[config.mk]
export PLATFORM = sky130hd
export DESIGN_NAME = pba_scan_unit
export DESIGN_NICKNAME = d
export VERILOG_FILES = /design/src/pba_pkg.sv /design/src/pba_scan_unit.sv
export SDC_FILE = /design/constraint.sdc
export NUM_CORES = 1
export LEC_CHECK = 0
export BUFFER_PORTS_ARGS = -buffer_cell sky130_fd_sc_hd__buf_2
export CAP_MARGIN = 20
export CORE_ASPECT_RATIO = 1.75
export CORE_MARGIN = 3
export CORE_UTILIZATION = 30
export DETAILED_ROUTE_END_ITERATION = 16
export PLACE_DENSITY = 0.63
export SLEW_MARGIN = 25
export SYNTH_ARGS = -nofsm -noshare
export SYNTH_HDL_FRONTEND = slang
export SYNTH_SLANG_ARGS = --single-unit
[constraint.sdc]
create_clock -name vclk -period 3
set_input_delay 0.3 -clock vclk [all_inputs]
set_output_delay 0.3 -clock vclk [all_outputs]
set_load 0.005 [all_outputs]
[src/pba_pkg.sv]
// ----------------------------------------------------------------------------
// pba_pkg
// Shared types, sizes and codes for the page bitmap allocator.
// ----------------------------------------------------------------------------
`default_nettype none

package pba_pkg;

   localparam int MAX_PAGES = 65536;
   localparam int WORD_BITS = 64;
   localparam int NUM_WORDS = MAX_PAGES / WORD_BITS;
   localparam int BIT_W     = $clog2(WORD_BITS);
   localparam int WADDR_W   = $clog2(NUM_WORDS);
   localparam int LIMIT_W   = 11;
   localparam int PAGE_W    = 16;
   localparam int COUNT_W   = 17;
   localparam int BYTES_W   = WORD_BITS / 8;
   localparam int BSEL_W    = $clog2(BYTES_W);

   localparam logic [COUNT_W-1:0] NO_PAGE   = '1;
   localparam logic [COUNT_W-1:0] COUNT_MAX = '1;

   localparam logic [1:0] KIND_ALLOC = 2'd0;
   localparam logic [1:0] KIND_NEXT  = 2'd1;
   localparam logic [1:0] KIND_FREE  = 2'd2;
   localparam logic [1:0] KIND_QUERY = 2'd3;

   localparam logic [1:0] ST_DONE  = 2'd0;
   localparam logic [1:0] ST_SAME  = 2'd1;
   localparam logic [1:0] ST_RANGE = 2'd2;
   localparam logic [1:0] ST_NONE  = 2'd3;

   typedef struct packed {
      logic [1:0]        kind;
      logic [PAGE_W-1:0] page_index;
   } req_type;

   typedef struct packed {
      logic [PAGE_W-1:0]  result_page;
      logic [1:0]         status;
      logic               page_free;
      logic [COUNT_W-1:0] free_count;
   } rsp_type;

   typedef struct packed {
      logic                 rd_en;
      logic [WADDR_W-1:0]   rd_addr;
      logic                 wr_en;
      logic [WADDR_W-1:0]   wr_addr;
      logic [WORD_BITS-1:0] wr_data;
   } mem_req_type;

   typedef struct packed {
      logic             found;
      logic [BIT_W-1:0] bit_idx;
   } scan_res_type;

endpackage

`default_nettype wire

[src/pba_scan_unit.sv]
// ----------------------------------------------------------------------------
// pba_scan_unit
// Finds the lowest free page bit of a bitmap word at or above a start bit.
// ----------------------------------------------------------------------------
`default_nettype none

module pba_scan_unit
   import pba_pkg::*;
(
   input  wire logic [WORD_BITS-1:0] word,
   input  wire logic [BIT_W-1:0]     start_bit,
   output scan_res_type              result
);

   logic [WORD_BITS-1:0] free_bits;
   logic [BYTES_W-1:0]   byte_any;
   logic [BSEL_W-1:0]    byte_sel;
   logic [7:0]           byte_bits;
   logic [2:0]           bit_sel;

   always_comb begin
      for (int i = 0; i < WORD_BITS; i++) begin
         free_bits[i] = ~word[i] && (BIT_W'(i) >= start_bit);
      end
      for (int j = 0; j < BYTES_W; j++) begin
         byte_any[j] = |free_bits[j*8 +: 8];
      end
      byte_sel = '0;
      for (int j = BYTES_W - 1; j >= 0; j--) begin
         if (byte_any[j]) begin
            byte_sel = BSEL_W'(j);
         end
      end
      byte_bits = free_bits[byte_sel*8 +: 8];
      bit_sel = '0;
      for (int k = 7; k >= 0; k--) begin
         if (byte_bits[k]) begin
            bit_sel = 3'(k);
         end
      end
      result.found   = |byte_any;
      result.bit_idx = {byte_sel, bit_sel};
   end

endmodule

`default_nettype wire

# ---- Word-level counts from Yosys, hierarchy flattened
# Index checks and enable logic that the tools add are counted.
dict set report classes {
  n_lt_le_gt_ge 64
  shift 1
  mux 16
  bitwise 64
  reduce_logical 73
}
# op n
set op_table {}
lappend op_table {{greater-or-equal comparator 6 bit, first input constant} 32}
lappend op_table {{greater-or-equal comparator 5 x 6 -> 1 bit, first input constant} 16}
lappend op_table {{logical AND 1 bit} 64}
lappend op_table {{inverter 1 bit} 64}
lappend op_table {{OR reduction 64 bit} 1}
lappend op_table {{OR reduction 8 bit} 8}
lappend op_table {{variable part select 64 x 7 -> 8 bit} 1}
lappend op_table {{greater-or-equal comparator 4 x 6 -> 1 bit, first input constant} 8}
lappend op_table {{2-to-1 mux 3 bit} 16}
lappend op_table {{greater-or-equal comparator 3 x 6 -> 1 bit, first input constant} 4}
lappend op_table {{greater-or-equal comparator 1 x 6 -> 1 bit, first input constant} 2}
lappend op_table {{greater-or-equal comparator 2 x 6 -> 1 bit, first input constant} 2}
dict set report word_totals {
  register_bits 0
  in_bits 70
  word_cells 218
}

# ---- Depth between registers and ports, before layout
dict set report logic_depth {
  word_depth 20
  mapped_depth 15
  depth_no_buf 12
}

# ---- Least setup slack after synthesis
# No wires, ideal clock.
dict set report synth_path {
  kind {input-to-output}
  startpoint {input port start_bit[3]}
  endpoint {output port result[2] (netlist bit)}
  t_arrival_ns 2.996
  slack_ns -0.296
  cell_stages 12
  path_cell_list {buf_4 > and3_1 > clkbuf_2 > a21oi_1 > nor4_1 > and3_2 > o2111ai_2 > a21oi_4 > mux4_2 > a221o_1 > a211oi_2 > o311a_1}
}
# item line_no
set synth_lines {}
lappend synth_lines {{start: declaration} pba_scan_unit.sv:11} ;# input wire logic [BIT_W-1:0] start_bit,
lappend synth_lines {{end: declaration} pba_scan_unit.sv:12} ;# output scan_res_type result

==> impl_metrics.ini <==
[setup_path]
cp.arrival_ns = 3.24
cp-end-kind = output port
required_ns = 2.70
worstSetupStartpointType = input port
critPathKind = input port to output port
cp_max_fo = 11

[floorplanning]
die_x_um = 68.7
die-area_mm2 = 0.00796
num_rows = 39
core_mm2 = 0.00659
initial_core_util = 0.314
io_pins = 77
die_y_um = 116

[global_route]
grt-ovfl-total = 0
grt_use_met1 = 0.332
grt.total_usage = 0.290
busiest_layer = met2
antenna_found_initial = 0
use_met3 = 0.0175
grt_pass1_vias = 3469
grtUsageMet2 = 0.526
grt_max_degree = 17
grt_pass1_wl_um = 17400

[timing]
slew_viol_final = 0
setup_viol = 3
hold_viol_final = 0
clock.fmax_ghz = 0.283
fin_hold_ws_ns = 1.32
fin_crit_ns = 3.54
fin_crit_sh = 1.18
tightest_slew_ns = 0.381
grt_setup_unrepaired = yes
fin_ws_ns = -0.538
relSlewSlack = 0.739

[pwr]
sequentialPowerShare = 0
p_int_uw = 361
p_per_area_mw_per_mm2 = 176
swShare = 0.474
ir_drop_v = 0.0000689
power_switching_uw = 325
p_clk_frac = 0
combPwrFrac = 1.000
leakage_uw = 0.00179

[placed_design]
place_inst = 556
place_hpwl_um = 9160
place.gp.congestion = 0.986
placed_cell_area_mm2 = 0.00340
portBuffers = 77

[cts]
cts_hold_buf = 0

[final_layout]
drive_gt1_frac = 0.594
nNetsFinal = 567
instances_no_fill = 577
clkbuf_count = 0
diodes = 0
seq_cells = 0
fillers = 637
multi_input_area_mm2 = 0.00206
ff_latch_area_um2 = 0
postLayoutCellArea_mm2 = 0.00390
syn2layout_area_growth_pct = 88.9

[drt]
drc = 0
vias_per_cell = 5.88
drt_iter0_markers = 279
drt_wl_total_um = 11500
wl_per_cell_um = 19.9
vias = 3394
firstDrtPassIters = 5
final_antenna_net_count = 0

[yosys]
synth_nets = 368
synthDistinctLibCells = 76
synthCells = 298
ys_seq_area_frac = 0
avgSynthCellArea_um2 = 6.93
syn_area_mm2 = 0.00207
yosys_warnings = 0

[job]
drv_cap = 0

[run_status]
status = finished, violations left
violations = setup timing

[hold_path]
hold_class = input port to output port
[critical path, cell delays in order]
cell and delay [ns]:
buf_12 0.11, or2_1 0.20, a21oi_1 0.09, o21ai_1 0.24, nor3b_4 0.34, buf_4 0.18
a211oi_4 0.05, a21oi_4 0.28, buf_6 0.15, mux4_2 0.55, nand2_2 0.11, o2111ai_4 0.11
a211o_1 0.28, o21ai_1 0.10, buf_2 0.12
[synthesized netlist by cell type, types with 4 or more instances]
library cell	number	area, µm²
a21oi_1	30	150
nor2_1	19	71.3
nand2_1	14	52.6
o21ai_0	13	65.1
a21o_1	11	82.6
buf_2	11	55.1
o21a_1	10	75.1
and3_1	9	56.3
buf_4	9	67.6
nand3_1	9	45.0
a211o_1	8	70.1
or3_1	8	50.1
nor3_1	7	35.0
or2_2	7	43.8
a211oi_1	6	45.0
mux2i_1	6	60.1
nand2b_1	6	37.5
o31ai_1	6	45.0
a31oi_1	5	31.3
and2_1	5	31.3
clkbuf_1	5	18.8
nand4_1	4	25.0
[through the flow]
stage          total power [µW]   util  TNS, ns  setup slack (ns)
6_report                    686  0.592    -1.59            -0.538
5_1_grt                     730  0.592    -2.05            -0.691
4_1_cts                     637  0.569    -1.69            -0.576
3_5_place_dp                577  0.516    -2.42            -0.820
3_3_place_gp                576  0.516    -2.48            -0.846
2_1_floorplan               293      -   -0.451            -0.200
[timing repair]
item	CTS	global route
pin swaps	28	22
resized for setup	53	27
endpoints found under the hold margin	0	0
buffers inserted	17	5
endpoints found under the setup margin	3	4
[area by class of cell]
cell class	count	share of cell area
Inverter	3	0.00289
Multi-Input combinational cell	262	0.527
Tap cell	82	0.0263
Timing Repair Buffer	230	0.444
[logic make-up (layout without fill, tap and decap cells)]
| kind of cell | Yosys count | in the layout | share of synthesized area |
|---|---|---|---|
| compound gates | 144 | 144 | 0.530 |
| fa+ha+maj | 3 | 3 | 0.0145 |
| buf+inv | 36 | 233 | 0.108 |
| mux | 9 | 9 | 0.0563 |
| simple gates | 106 | 106 | 0.291 |
[path summary, 6_finish.rpt]
check / slack (ns) / start / end / cells after the start
worst max-delay path: -0.54 / start_bit[1] / result[0] / 15
worst min-delay path: 1.32 / word[1] / result[0] / 6
[power by group through the flow]
stage | registers (µW) | logic [µW] | clock network (µW)
after global routing | 0 | 730 | 0
after CTS | 0 | 637 | 0
after detailed placement | 0 | 577 | 0
final | 0 | 686 | 0
after global placement | 0 | 576 | 0
after floorplan | 0 | 293 | 0
[placed cells by master (no fill, tap or decap), types with 4 or more instances in the layout]
master / n
a211oi_2: 5
buf_6: 18
o31ai_1: 6
nand3_1: 7
o21a_1: 10
or2_2: 5
buf_12: 8
o21ai_1: 4
nor3_1: 6
o21ai_0: 10
nor2_1: 17
a211o_1: 8
mux2i_1: 5
buf_2: 71
or3_1: 8
nand2b_1: 6
a31oi_1: 4
nand2_1: 12
nand4_1: 4
and2_1: 5
and3_1: 6
buf_4: 131
a21o_1: 10
a21oi_1: 27
[routing by layer]
metal	routed length [µm]	part of all wire
met5	0	0
met4	775	0.067
met3	609	0.053
met2	5850	0.51
met1	4250	0.37
No activity file was read; power rests on OpenSTA's default activity.
